[config.mk]
export PLATFORM = sky130hd
export DESIGN_NAME = bounded_deque_with_key_search
export DESIGN_NICKNAME = d
export VERILOG_FILES = /design/src/rtl/core/dbks_pkg.sv /design/src/rtl/core/dbks_ram.sv /design/src/rtl/core/bounded_deque_with_key_search.sv
export SDC_FILE = /design/constraint.sdc
export NUM_CORES = 1
export LEC_CHECK = 0
export ABC_AREA = 0
export BUFFER_PORTS_ARGS = -buffer_cell sky130_fd_sc_hd__buf_2
export CAP_MARGIN = 20
export CORE_UTILIZATION = 56
export CTS_CLUSTER_DIAMETER = 30
export DETAILED_ROUTE_END_ITERATION = 10
export HOLD_SLACK_MARGIN = 0.1
export PLACE_DENSITY = 0.76
export SLEW_MARGIN = 20
export SYNTH_ARGS = -nofsm -noshare
export SYNTH_HDL_FRONTEND = slang
export SYNTH_SLANG_ARGS = --single-unit
[constraint.sdc]
create_clock -name clk_i -period 5.09 [get_ports clk_i]
set_clock_uncertainty 0.15 [all_clocks]
set_input_delay 1.527 -clock clk_i [delete_from_list [all_inputs] [get_ports clk_i]]
set_output_delay 1.527 -clock clk_i [all_outputs]
set_load 0.03 [all_outputs]
[src/rtl/core/dbks_pkg.sv]
`default_nettype none

package dbks_pkg;

  // fixed field widths of the command and result transactions
  localparam int unsigned KEY_W     = 31;
  localparam int unsigned PAY_W     = 32;
  localparam int unsigned POS_W     = 5;
  localparam int unsigned CNT_W     = 5;
  localparam int unsigned OP_W      = 3;
  localparam int unsigned PAY_EXT_W = 64;

  typedef enum logic [OP_W-1:0] {
    OP_PUSH_FRONT = 3'd0,
    OP_PUSH_BACK  = 3'd1,
    OP_POP_FRONT  = 3'd2,
    OP_POP_BACK   = 3'd3,
    OP_PEEK_FRONT = 3'd4,
    OP_PEEK_BACK  = 3'd5,
    OP_FIND       = 3'd6
  } op_e;

  typedef enum logic [1:0] {
    STATUS_OK        = 2'd0,
    STATUS_NOT_FOUND = 2'd1,
    STATUS_FULL      = 2'd2
  } status_e;

  typedef struct packed {
    logic [OP_W-1:0]  operation;
    logic [KEY_W-1:0] key;
    logic [PAY_W-1:0] payload;
  } cmd_t;

  typedef struct packed {
    logic [1:0]       status;
    logic [KEY_W-1:0] out_key;
    logic [PAY_W-1:0] out_payload;
    logic [POS_W-1:0] position;
    logic [CNT_W-1:0] count;
  } res_t;

endpackage

`default_nettype wire

[src/rtl/core/dbks_ram.sv]
`default_nettype none

module dbks_ram #(
  parameter int unsigned WIDTH = 63,
  parameter int unsigned DEPTH = 16,
  parameter int unsigned AW    = (DEPTH > 1) ? $clog2(DEPTH) : 1
) (
  input  wire logic             clk_i,
  input  wire logic             we_i,
  input  wire logic [AW-1:0]    waddr_i,
  input  wire logic [WIDTH-1:0] wdata_i,
  input  wire logic             re_i,
  input  wire logic [AW-1:0]    raddr_i,
  output logic      [WIDTH-1:0] rdata_o
);

  logic [WIDTH-1:0] mem [DEPTH];

  // single write port, single registered read port
  always_ff @(posedge clk_i) begin
    if (we_i) begin
      mem[waddr_i] <= wdata_i;
    end
  end

  always_ff @(posedge clk_i) begin
    if (re_i) begin
      rdata_o <= mem[raddr_i];
    end
  end

endmodule

`default_nettype wire

[src/rtl/core/bounded_deque_with_key_search.sv]
// results: push, pop and unused codes, a push on a full queue and a pop, peek or find on an
//   empty queue give their result in the cycle after acceptance with busy low: one a cycle
// peek: the record passes the registered ram read port, then the result register; busy holds off the next
// find: the result follows the first match or the last of count records, compared by the scan
//   that reads one record per cycle through the single ram read port; busy holds off the next
// reset (rst_ni, asynchronous, active low) empties the queue; ram not cleared; no result stall
`default_nettype none

module bounded_deque_with_key_search
  import dbks_pkg::*;
#(
  parameter int unsigned DEPTH         = 16,
  parameter int unsigned PAYLOAD_WIDTH = 32
) (
  input  wire logic clk_i,
  input  wire logic rst_ni,
  input  wire logic start,
  output logic      busy,
  input  wire cmd_t cmd_i,
  output logic      res_strobe_o,
  output res_t      res_o
);

  localparam int unsigned AW = (DEPTH > 1) ? $clog2(DEPTH) : 1;
  localparam int unsigned CW = $clog2(DEPTH + 1);
  localparam int unsigned SW = CW + 1;
  localparam int unsigned WW = KEY_W + PAYLOAD_WIDTH;

  // one-hot sequencer: idle takes a transaction, peek waits on the ram, scan walks the ring
  typedef enum logic [2:0] {
    ST_IDLE = 3'b001,
    ST_PEEK = 3'b010,
    ST_SCAN = 3'b100
  } state_e;

  state_e state_q, state_d;
  logic [AW-1:0] head_q, head_d;
  logic [CW-1:0] cnt_q, cnt_d;
  logic [AW-1:0] idx_q, idx_d;             // ring offset of the record now in rdata
  logic [AW-1:0] scan_addr_q, scan_addr_d; // ram address of the record now in rdata
  logic [KEY_W-1:0] key_q, key_d;          // key being searched for
  logic done_q, done_d;
  res_t res_q, res_d;

  // ram ports
  logic          ram_we, ram_re;
  logic [AW-1:0] ram_waddr, ram_raddr;
  logic [WW-1:0] ram_wdata, ram_rdata;

  logic [KEY_W-1:0]         rd_key;
  logic [PAYLOAD_WIDTH-1:0] rd_pay;
  logic [PAY_EXT_W-1:0]     rd_pay_ext, in_pay_ext;

  logic          accept, full, empty;
  logic [AW-1:0] front_dec, head_inc, back_slot, last_slot, scan_inc;
  logic [SW-1:0] back_sum, last_sum;
  logic [CW-1:0] idx_nxt;

  function automatic logic [AW-1:0] ring_inc(input logic [AW-1:0] a);
    logic [AW-1:0] r;
    if (a == AW'(DEPTH - 1)) begin
      r = '0;
    end else begin
      r = a + AW'(1);
    end
    return r;
  endfunction

  dbks_ram #(
    .WIDTH (WW),
    .DEPTH (DEPTH),
    .AW    (AW)
  ) u_ram (
    .clk_i   (clk_i),
    .we_i    (ram_we),
    .waddr_i (ram_waddr),
    .wdata_i (ram_wdata),
    .re_i    (ram_re),
    .raddr_i (ram_raddr),
    .rdata_o (ram_rdata)
  );

  // record word is key over payload; the payload is kept to PAYLOAD_WIDTH bits
  assign in_pay_ext = PAY_EXT_W'(cmd_i.payload);
  assign ram_wdata  = {cmd_i.key, in_pay_ext[PAYLOAD_WIDTH-1:0]};
  assign rd_key     = ram_rdata[WW-1 -: KEY_W];
  assign rd_pay     = ram_rdata[PAYLOAD_WIDTH-1:0];
  assign rd_pay_ext = PAY_EXT_W'(rd_pay);

  assign busy   = (state_q != ST_IDLE);
  assign accept = start && (state_q == ST_IDLE);
  assign full   = (cnt_q == CW'(DEPTH));
  assign empty  = (cnt_q == '0);

  // ring arithmetic around the head
  assign front_dec = (head_q == '0) ? AW'(DEPTH - 1) : head_q - AW'(1);
  assign head_inc  = ring_inc(head_q);
  assign scan_inc  = ring_inc(scan_addr_q);
  assign back_sum  = SW'(head_q) + SW'(cnt_q);
  assign last_sum  = back_sum - SW'(1);
  assign back_slot = (back_sum >= SW'(DEPTH)) ? AW'(back_sum - SW'(DEPTH)) : AW'(back_sum);
  assign last_slot = (last_sum >= SW'(DEPTH)) ? AW'(last_sum - SW'(DEPTH)) : AW'(last_sum);
  assign idx_nxt   = CW'(idx_q) + CW'(1);

  always_comb begin
    state_d     = state_q;
    head_d      = head_q;
    cnt_d       = cnt_q;
    idx_d       = idx_q;
    scan_addr_d = scan_addr_q;
    key_d       = key_q;
    done_d      = 1'b0;
    ram_we      = 1'b0;
    ram_waddr   = back_slot;
    ram_re      = 1'b0;
    ram_raddr   = head_q;
    res_d       = '0;
    res_d.status = STATUS_OK;

    case (state_q)
      ST_IDLE: begin
        if (accept) begin
          case (cmd_i.operation)
            OP_PUSH_FRONT, OP_PUSH_BACK: begin
              done_d = 1'b1;
              if (full) begin
                res_d.status = STATUS_FULL;
              end else begin
                ram_we = 1'b1;
                if (cmd_i.operation == OP_PUSH_FRONT) begin
                  ram_waddr = front_dec;
                  head_d    = front_dec;
                end
                cnt_d = cnt_q + CW'(1);
              end
            end
            OP_POP_FRONT, OP_POP_BACK: begin
              done_d = 1'b1;
              if (empty) begin
                res_d.status = STATUS_NOT_FOUND;
              end else begin
                if (cmd_i.operation == OP_POP_FRONT) begin
                  head_d = head_inc;
                end
                cnt_d = cnt_q - CW'(1);
              end
            end
            OP_PEEK_FRONT, OP_PEEK_BACK: begin
              if (empty) begin
                done_d       = 1'b1;
                res_d.status = STATUS_NOT_FOUND;
              end else begin
                ram_re    = 1'b1;
                ram_raddr = (cmd_i.operation == OP_PEEK_FRONT) ? head_q : last_slot;
                state_d   = ST_PEEK;
              end
            end
            OP_FIND: begin
              if (empty) begin
                done_d       = 1'b1;
                res_d.status = STATUS_NOT_FOUND;
              end else begin
                ram_re      = 1'b1;
                ram_raddr   = head_q;
                scan_addr_d = head_q;
                idx_d       = '0;
                key_d       = cmd_i.key;
                state_d     = ST_SCAN;
              end
            end
            default: begin
              // unused code: no state change, plain ok
              done_d = 1'b1;
            end
          endcase
        end
      end
      ST_PEEK: begin
        done_d            = 1'b1;
        res_d.out_key     = rd_key;
        res_d.out_payload = rd_pay_ext[PAY_W-1:0];
        state_d           = ST_IDLE;
      end
      ST_SCAN: begin
        if (rd_key == key_q) begin
          // first match from the front wins
          done_d            = 1'b1;
          res_d.out_key     = rd_key;
          res_d.out_payload = rd_pay_ext[PAY_W-1:0];
          res_d.position    = POS_W'(idx_nxt);
          state_d           = ST_IDLE;
        end else if (idx_nxt == cnt_q) begin
          done_d       = 1'b1;
          res_d.status = STATUS_NOT_FOUND;
          state_d      = ST_IDLE;
        end else begin
          ram_re      = 1'b1;
          ram_raddr   = scan_inc;
          scan_addr_d = scan_inc;
          idx_d       = idx_q + AW'(1);
        end
      end
      default: begin
        state_d = ST_IDLE;
      end
    endcase

    res_d.count = CNT_W'(cnt_d);
  end

  always_ff @(posedge clk_i or negedge rst_ni) begin
    if (!rst_ni) begin
      state_q <= ST_IDLE;
      head_q  <= '0;
      cnt_q   <= '0;
      done_q  <= 1'b0;
    end else begin
      state_q <= state_d;
      head_q  <= head_d;
      cnt_q   <= cnt_d;
      done_q  <= done_d;
    end
  end

  // scan bookkeeping and result word carry no reset
  always_ff @(posedge clk_i) begin
    idx_q       <= idx_d;
    scan_addr_q <= scan_addr_d;
    key_q       <= key_d;
    res_q       <= res_d;
  end

  assign res_strobe_o = done_q;
  assign res_o        = res_q;

endmodule

`default_nettype wire
Yosys cells after proc, flatten, opt, wreduce, memory -nomap -nowiden
Memories as Yosys holds them, arrays and structs flattened. A register that Yosys moved wholly into a read port is not among the register bits.
Cells that the tools add are included.
{ "classes": {"n_addsub": 11, "n_lt_le_gt_ge": 2, "n_eq_ne": 28, "mux": 73, "bitwise_logic": 1, "reduce_logical": 16} }
{ "ops": {"columns": ["operator", "n"], "rows": [
  ["63-bit one-hot mux with 2 select lines", 1],
  ["4-bit 2-to-1 mux", 30],
  ["68-bit 2-to-1 mux", 1],
  ["4-bit one-hot mux with 2 select lines", 4],
  ["31-bit equality test", 1],
  ["5-bit 2-to-1 mux", 4],
  ["1-bit 2-to-1 mux", 19],
  ["2-bit inequality test (second input constant)", 8],
  ["3-bit 2-to-1 mux", 5],
  ["4-bit by 1-bit adder with 4-bit output (second input constant)", 3],
  ["3-bit equality test (second input constant)", 4],
  ["6-bit by 5-bit greater-or-equal comparator with 1-bit output (second input constant)", 2],
  ["3-bit one-hot mux with 2 select lines", 2],
  ["4-bit by 1-bit subtractor with 4-bit output (second input constant)", 3],
  ["5-bit one-hot mux with 2 select lines", 1],
  ["3-bit by 2-bit equality test with 1-bit output (second input constant)", 3],
  ["3-bit inequality test (second input constant)", 3],
  ["4-bit equality test (second input constant)", 2],
  ["2-bit one-hot mux with 2 select lines", 2],
  ["7-bit AND reduction", 1],
  ["4-bit by 5-bit adder with 6-bit output", 1],
  ["3-bit by 1-bit equality test with 1-bit output (second input constant)", 2],
  ["3-bit by 1-bit inequality test with 1-bit output (second input constant)", 2],
  ["6-bit AND reduction", 1],
  ["22 further kinds", 26]
]} }
{ "word_totals": {"regBits": 127, "ram_bits": 1008, "wordCells": 144, "mem_count": 1} }
{ "memory_table": {"columns": ["name", "depth", "word_bits", "read_ports", "rd_ports_with_merged_regs", "write_ports", "line_no", "text"], "rows": [
  ["u_ram.mem", 16, 63, 1, 1, 1, "dbks_ram.sv:17", "logic [WIDTH-1:0] mem [DEPTH];"]
]} }

Longest topological paths before layout
{ "logic_depth": {"ltp_word": 9, "mapped_depth": 15, "mapped_depth_nobuf": 12} }

By module
From an unflattened synthesis, not the netlist that was laid out.
{ "unflattened": {"hier_cells": 2042, "hier_area_um2": 44552.7} }
{ "by_module_without_submodules": {"columns": ["mod", "n_inst", "cells_per_inst", "area_each_um2", "seq_area_each_um2"], "rows": [
  ["dbks_ram", 1, 1622, 39620.5, 32160.8],
  ["bounded_deque_with_key_search", 1, 420, 4932.2, 2999.1]
]} }

Worst setup path before layout
OpenSTA, ideal clock, no wires.
{ "synth_timing": {"kind": "input to register", "from": "in cmd_i[65] in the netlist's numbering", "to": "mem u_ram.mem[5][0] (enable)", "setup_time_ps": 484, "arrival_ps": 5425, "required_ps": 4456, "path_slack_ps": -969, "cell_stages": 8, "n_path_buf": 1, "cell_sequence": "clkbuf_1 > nor2_1 > and2_1 > nand3_1 > nor2_1 > mux2i_1 > nand2_1 > nor2_1"} }
{ "synth_via": {"elab_chain_len": 7, "elab_cells_between_ends": 13, "cone_classes": "1 x eq/ne; 10 x mux; 2 x reduce/logical"} }
{ "synth_lines": {"columns": ["item", "line_no", "text"], "rows": [
  ["from (decl)", "bounded_deque_with_key_search.sv:19", "input wire cmd_t cmd_i,"],
  ["3-bit by 1-bit equality test with 1-bit output / 3-bit logical NOT (equally long branches)", "bounded_deque_with_key_search.sv:123, bounded_deque_with_key_search.sv:130", null],
  ["2-bit OR reduction", "bounded_deque_with_key_search.sv:123", "case (cmd_i.operation)"],
  ["1-bit 2-to-1 mux", "bounded_deque_with_key_search.sv:123", null],
  ["1-bit 2-to-1 mux", "bounded_deque_with_key_search.sv:122", "if (accept) begin"],
  ["1-bit 2-to-1 mux", "bounded_deque_with_key_search.sv:120", "case (state_q)"],
  ["1-bit 2-to-1 mux", "dbks_ram.sv:21", "if (we_i) begin"],
  ["1-bit 2-to-1 mux (implied by the code)", "dbks_ram.sv:22", "mem[waddr_i] <= wdata_i;"],
  ["to (decl)", "dbks_ram.sv:17", null]
]} }
Parallel ways exist; a longest one is shown, timed or not.

Worst setup path after layout
{ "layout_timing": {"from": "reg u_ram.rdata_o[48] (read register of u_ram.mem)", "to": "reg u_ram.rdata_o[7] (read register of u_ram.mem) (data pin)"} }
{ "layout_via": {"elab_chain_len": 3, "elab_cells_between_ends": 5, "cone_classes": "1 x eq/ne; 4 x mux"} }
{ "layout_lines": {"columns": ["item", "line_no", "text"], "rows": [
  ["from (decl)", "dbks_ram.sv:14", "output logic [WIDTH-1:0] rdata_o"],
  ["31-bit equality test (*)", "bounded_deque_with_key_search.sv:185", "if (rd_key == key_q) begin"],
  ["4-bit 2-to-1 mux / 1-bit 2-to-1 mux (equally long branches)", "bounded_deque_with_key_search.sv:185", null],
  ["4-bit one-hot mux with 2 select lines / 1-bit one-hot mux with 2 select lines (equally long branches)", "bounded_deque_with_key_search.sv:120", null]
]} }
Every way passes the cells marked *; elsewhere a longest branch is shown, timed or not.
A chain may end at the register's enable or synchronous reset.

==> impl_metrics.json <==
{
  "finalSetupViolCount": 0,
  "syn_area_um2": 48400,
  "drt_iter0_markers": 4486,
  "ys_types": 64,
  "end_kind": "flop",
  "yosys_warnings": 0,
  "leakage_nw": 20.2,
  "overflow": 0,
  "drc_errors": 0,
  "die-area_um2": 87600,
  "synth_nets": 3610,
  "drtAntennaViolNets": 0,
  "htree_levels": 4,
  "slowest_stage": "nor4_1",
  "worst_skew_pair.late_latency_ps": 800,
  "p_total_w": 0.0379,
  "routed_wl_um": 132000,
  "clk_pin_slew_ps": 50,
  "dr_total_vias": 33000,
  "hold_buffers": 0,
  "postSynthAreaPerCell_um2": 13.7,
  "rrSetupSlack_ps": 540,
  "wl_per_cell_um": 26.5,
  "clk_path_buf_depth": 3,
  "crit_path_cell_trace": "xor2_1 -> nor4_1 -> nand4_1 -> nor2_2 -> buf_4 -> o21ai_4 -> nand2_4 -> buf_4 -> a211oi_1 -> o21ai_0 -> nor4b_2",
  "period_share_pct": 89.4,
  "startpoint": "u_ram.rdata_o[48]",
  "post_cts_buffers": 0,
  "holdCritPathClass": "reg -> reg",
  "start_util_pct": 56.7,
  "cts_made_buffers": 196,
  "worstMarginPinSlew_ps": 981,
  "synth-seq-cells": 1198,
  "track_usage_pct": 30.2,
  "fp.dieH_um": 296,
  "holdPathStages": 1,
  "nets": 3753,
  "cts_tree": "done",
  "drive_gt1_share_pct": 18.0,
  "rsz0062_at_grt": "no",
  "core-area_um2": 85400,
  "async_reset_ff_share_pct": 1.09,
  "synthCells": 3529,
  "critPathMostFrequentCell": "buf_4",
  "startpoint_type": "flop",
  "cts_resized": 0,
  "timing.rr.start": "u_ram.rdata_o[48]",
  "gp_congestion": 0.836,
  "r2r_end": "u_ram.rdata_o[7]",
  "cts.sinks": 1198,
  "grt_max_degree": 155,
  "grt_pass1_wl_um": 198000,
  "dieWidth_um": 296,
  "fin_hold_ws_ps": 299,
  "antenna_found_initial": 9,
  "cts_root_buf": "clkbuf_16",
  "power_density_nw_per_um2": 655,
  "detail_route.vias_per_cell": 6.61,
  "max_stage_delay_ps": 760,
  "min_from": "u_ram.rdata_o[30]",
  "dp_hpwl_um": 65900,
  "maxCapViolCount": 0,
  "syn_to_final_growth_pct": 19.6,
  "post-route-util_pct": 67.8,
  "period_needed_ps": 4550,
  "crit_arrival_ps": 4990,
  "synth_edf_count": 1110,
  "ir_drop_mv": 0.688,
  "yosysSeqAreaShare_pct": 72.6,
  "firstDrtPassIters": 5,
  "io_pins": 146,
  "num_rows": 107,
  "fillerInstances": 5599,
  "finalMaxSlewViolations": 0,
  "finalHoldViolations": 0,
  "rr_worst_depth": 11,
  "grt_pass1_vias": 32700,
  "required_ps": 5530,
  "portBuffers": 145,
  "worstPathMaxFanout": 37,
  "max_freq_mhz": 220,
  "min_to": "res_o[40]",
  "synth-main-ff-cell": "edfxtp_1",
  "relSlewSlack_pct": 34.6,
  "status": "complete, no violations",
  "worstSetupPathType": "reg -> reg"
}
[metrics by stage]
step | setup WS (ps) | cells | TNS (ps) | area, µm²
after CTS | 676 | 4990 | 0 | 57900
after floorplan | -969 | 3529 | -897830 | 48400
after global routing | 484 | 4992 | 0 | 57900
after global placement | 734 | 4618 | 0 | 50800
after detailed placement | 618 | 4618 | 0 | 50800
final | 537 | 4995 | 0 | 57900
[layer usage]
| metal | up-vias | track usage, % | share of wire (%) |
|---|---|---|---|
| met3 | 332 | 5.93 | 11 |
| met1 | 16400 | 40.3 | 37 |
| met5 | - | 0 | 0.017 |
| met4 | 4 | 13.0 | 3.3 |
| met2 | 2281 | 48.7 | 49 |
| li1 | 14000 | - | - |
[how the worst max path moves through the flow]
| stage | end | slack, ps | cells past startpoint |
|---|---|---|---|
| CTS | u_ram.rdata_o[7] | 680 | 11 |
| floorplan | u_ram.mem[5][0] | -970 | 8 |
| global placement | u_ram.rdata_o[45] | 730 | 11 |
| global route | u_ram.rdata_o[43] | 480 | 11 |
| detailed placement | u_ram.rdata_o[10] | 620 | 10 |
| finish | u_ram.rdata_o[7] | 540 | 11 |
[report_power, final]
group,total (W),switching [W],internal (W)
Sequential,0.0122,0.000387,0.0118
Clock,0.0139,0.00496,0.00892
Combinational,0.0119,0.00787,0.00400
[kinds of logic after synthesis]
kind of cell,synth area share [%]
DFF,72.6
and+or+nand+nor,17.3
buffers and inverters,3.00
xor gates and xnor gates,0.943
adders and majority gates,0.326
muxes,0.217
AOI/OAI and AO/OA,5.60
[critical path, delay by kind of cell (launching register included)]
kind                   cells  cell delay [ps]
AO/OA/AOI/OAI              3              480
XOR/XNOR                   1              230
buffers and inverters      2              690
flip-flops                 1              480
AND/OR/NAND/NOR            5             2270
[placed cells by master, fill, tap and decap left out, drive strengths merged, types with 3 or more instances in the layout]
cell	Yosys	layout
nand3	1126	1126
edfxtp	1110	1110
buf	187	246
clkbuf	114	219
a21oi	202	202
and3	127	127
a211oi	126	126
o21ai	82	82
dfxtp	75	75
and2	71	71
clkinv	0	65
nor4b	62	62
nor2	44	44
inv	14	43
xor2	38	38
bufinv	0	32
nand2	32	32
clkinvlp	0	27
dfrtp	12	12
ha	11	11
xnor2	9	9
nor4	7	7
nor2b	7	7
nand4	7	7
mux2i	6	6
a31oi	6	6
diode	0	5
o22ai	5	5
nor3	4	4
o211ai	4	4
a32oi	4	4
mux2	4	4
nand2b	3	3
a21o	3	3
[final cells by class]
| class | instances | area [µm²] | share of cell area, % |
|---|---|---|---|
| Antenna cell | 5 | 12.5 | 0.0216 |
| Clock buffer | 219 | 5060 | 8.74 |
| Clock inverter | 153 | 2000 | 3.46 |
| Inverter | 14 | 55.1 | 0.0951 |
| Multi-Input combinational cell | 2016 | 12000 | 20.7 |
| Sequential cell | 1198 | 35200 | 60.7 |
| Tap cell | 1144 | 1430 | 2.47 |
| Timing Repair Buffer | 246 | 2200 | 3.79 |
[Yosys cell counts (all sizes together) (2+ instances only)]
library cell | n | area (µm²)
a31oi | 6 | 37.5
nor4 | 7 | 43.8
inv | 14 | 52.6
a211oi | 126 | 946
and2 | 71 | 444
nand3 | 1126 | 5640
o31ai | 2 | 15.0
or2 | 2 | 12.5
xnor3 | 2 | 45.0
o211ai | 4 | 30.0
mux2i | 6 | 60.1
dfxtp | 75 | 1500
edfxtp | 1110 | 33300
dfrtp | 12 | 300
a21oi | 202 | 1050
and3 | 127 | 795
o21bai | 2 | 18.8
ha | 11 | 138
xnor2 | 9 | 78.8
nand4 | 7 | 71.3
nand2b | 3 | 18.8
nor3 | 4 | 20.0
a21o | 3 | 22.5
o22ai | 5 | 31.3
mux2 | 4 | 45.0
nor4b | 62 | 931
o21ai | 82 | 414
nor2 | 44 | 170
buf | 187 | 973
clkbuf | 114 | 428
a221oi | 2 | 17.5
nand2 | 32 | 135
xor2 | 38 | 333
a32oi | 4 | 35.0
nor2b | 7 | 43.8
[state kept, by name, indices dropped and copies added (netlist names)]
| signal | cells |
|---|---|
| scan_addr_q | 4 |
| res_strobe_o | 1 |
| head_q | 4 |
| u_ram.rdata_o | 63 |
| cnt_q | 5 |
| key_q | 31 |
| idx_q | 4 |
| u_ram.mem | 1008 |
| state_q | 3 |
| res_o | 75 |
(Power assumes the default switching activity.)
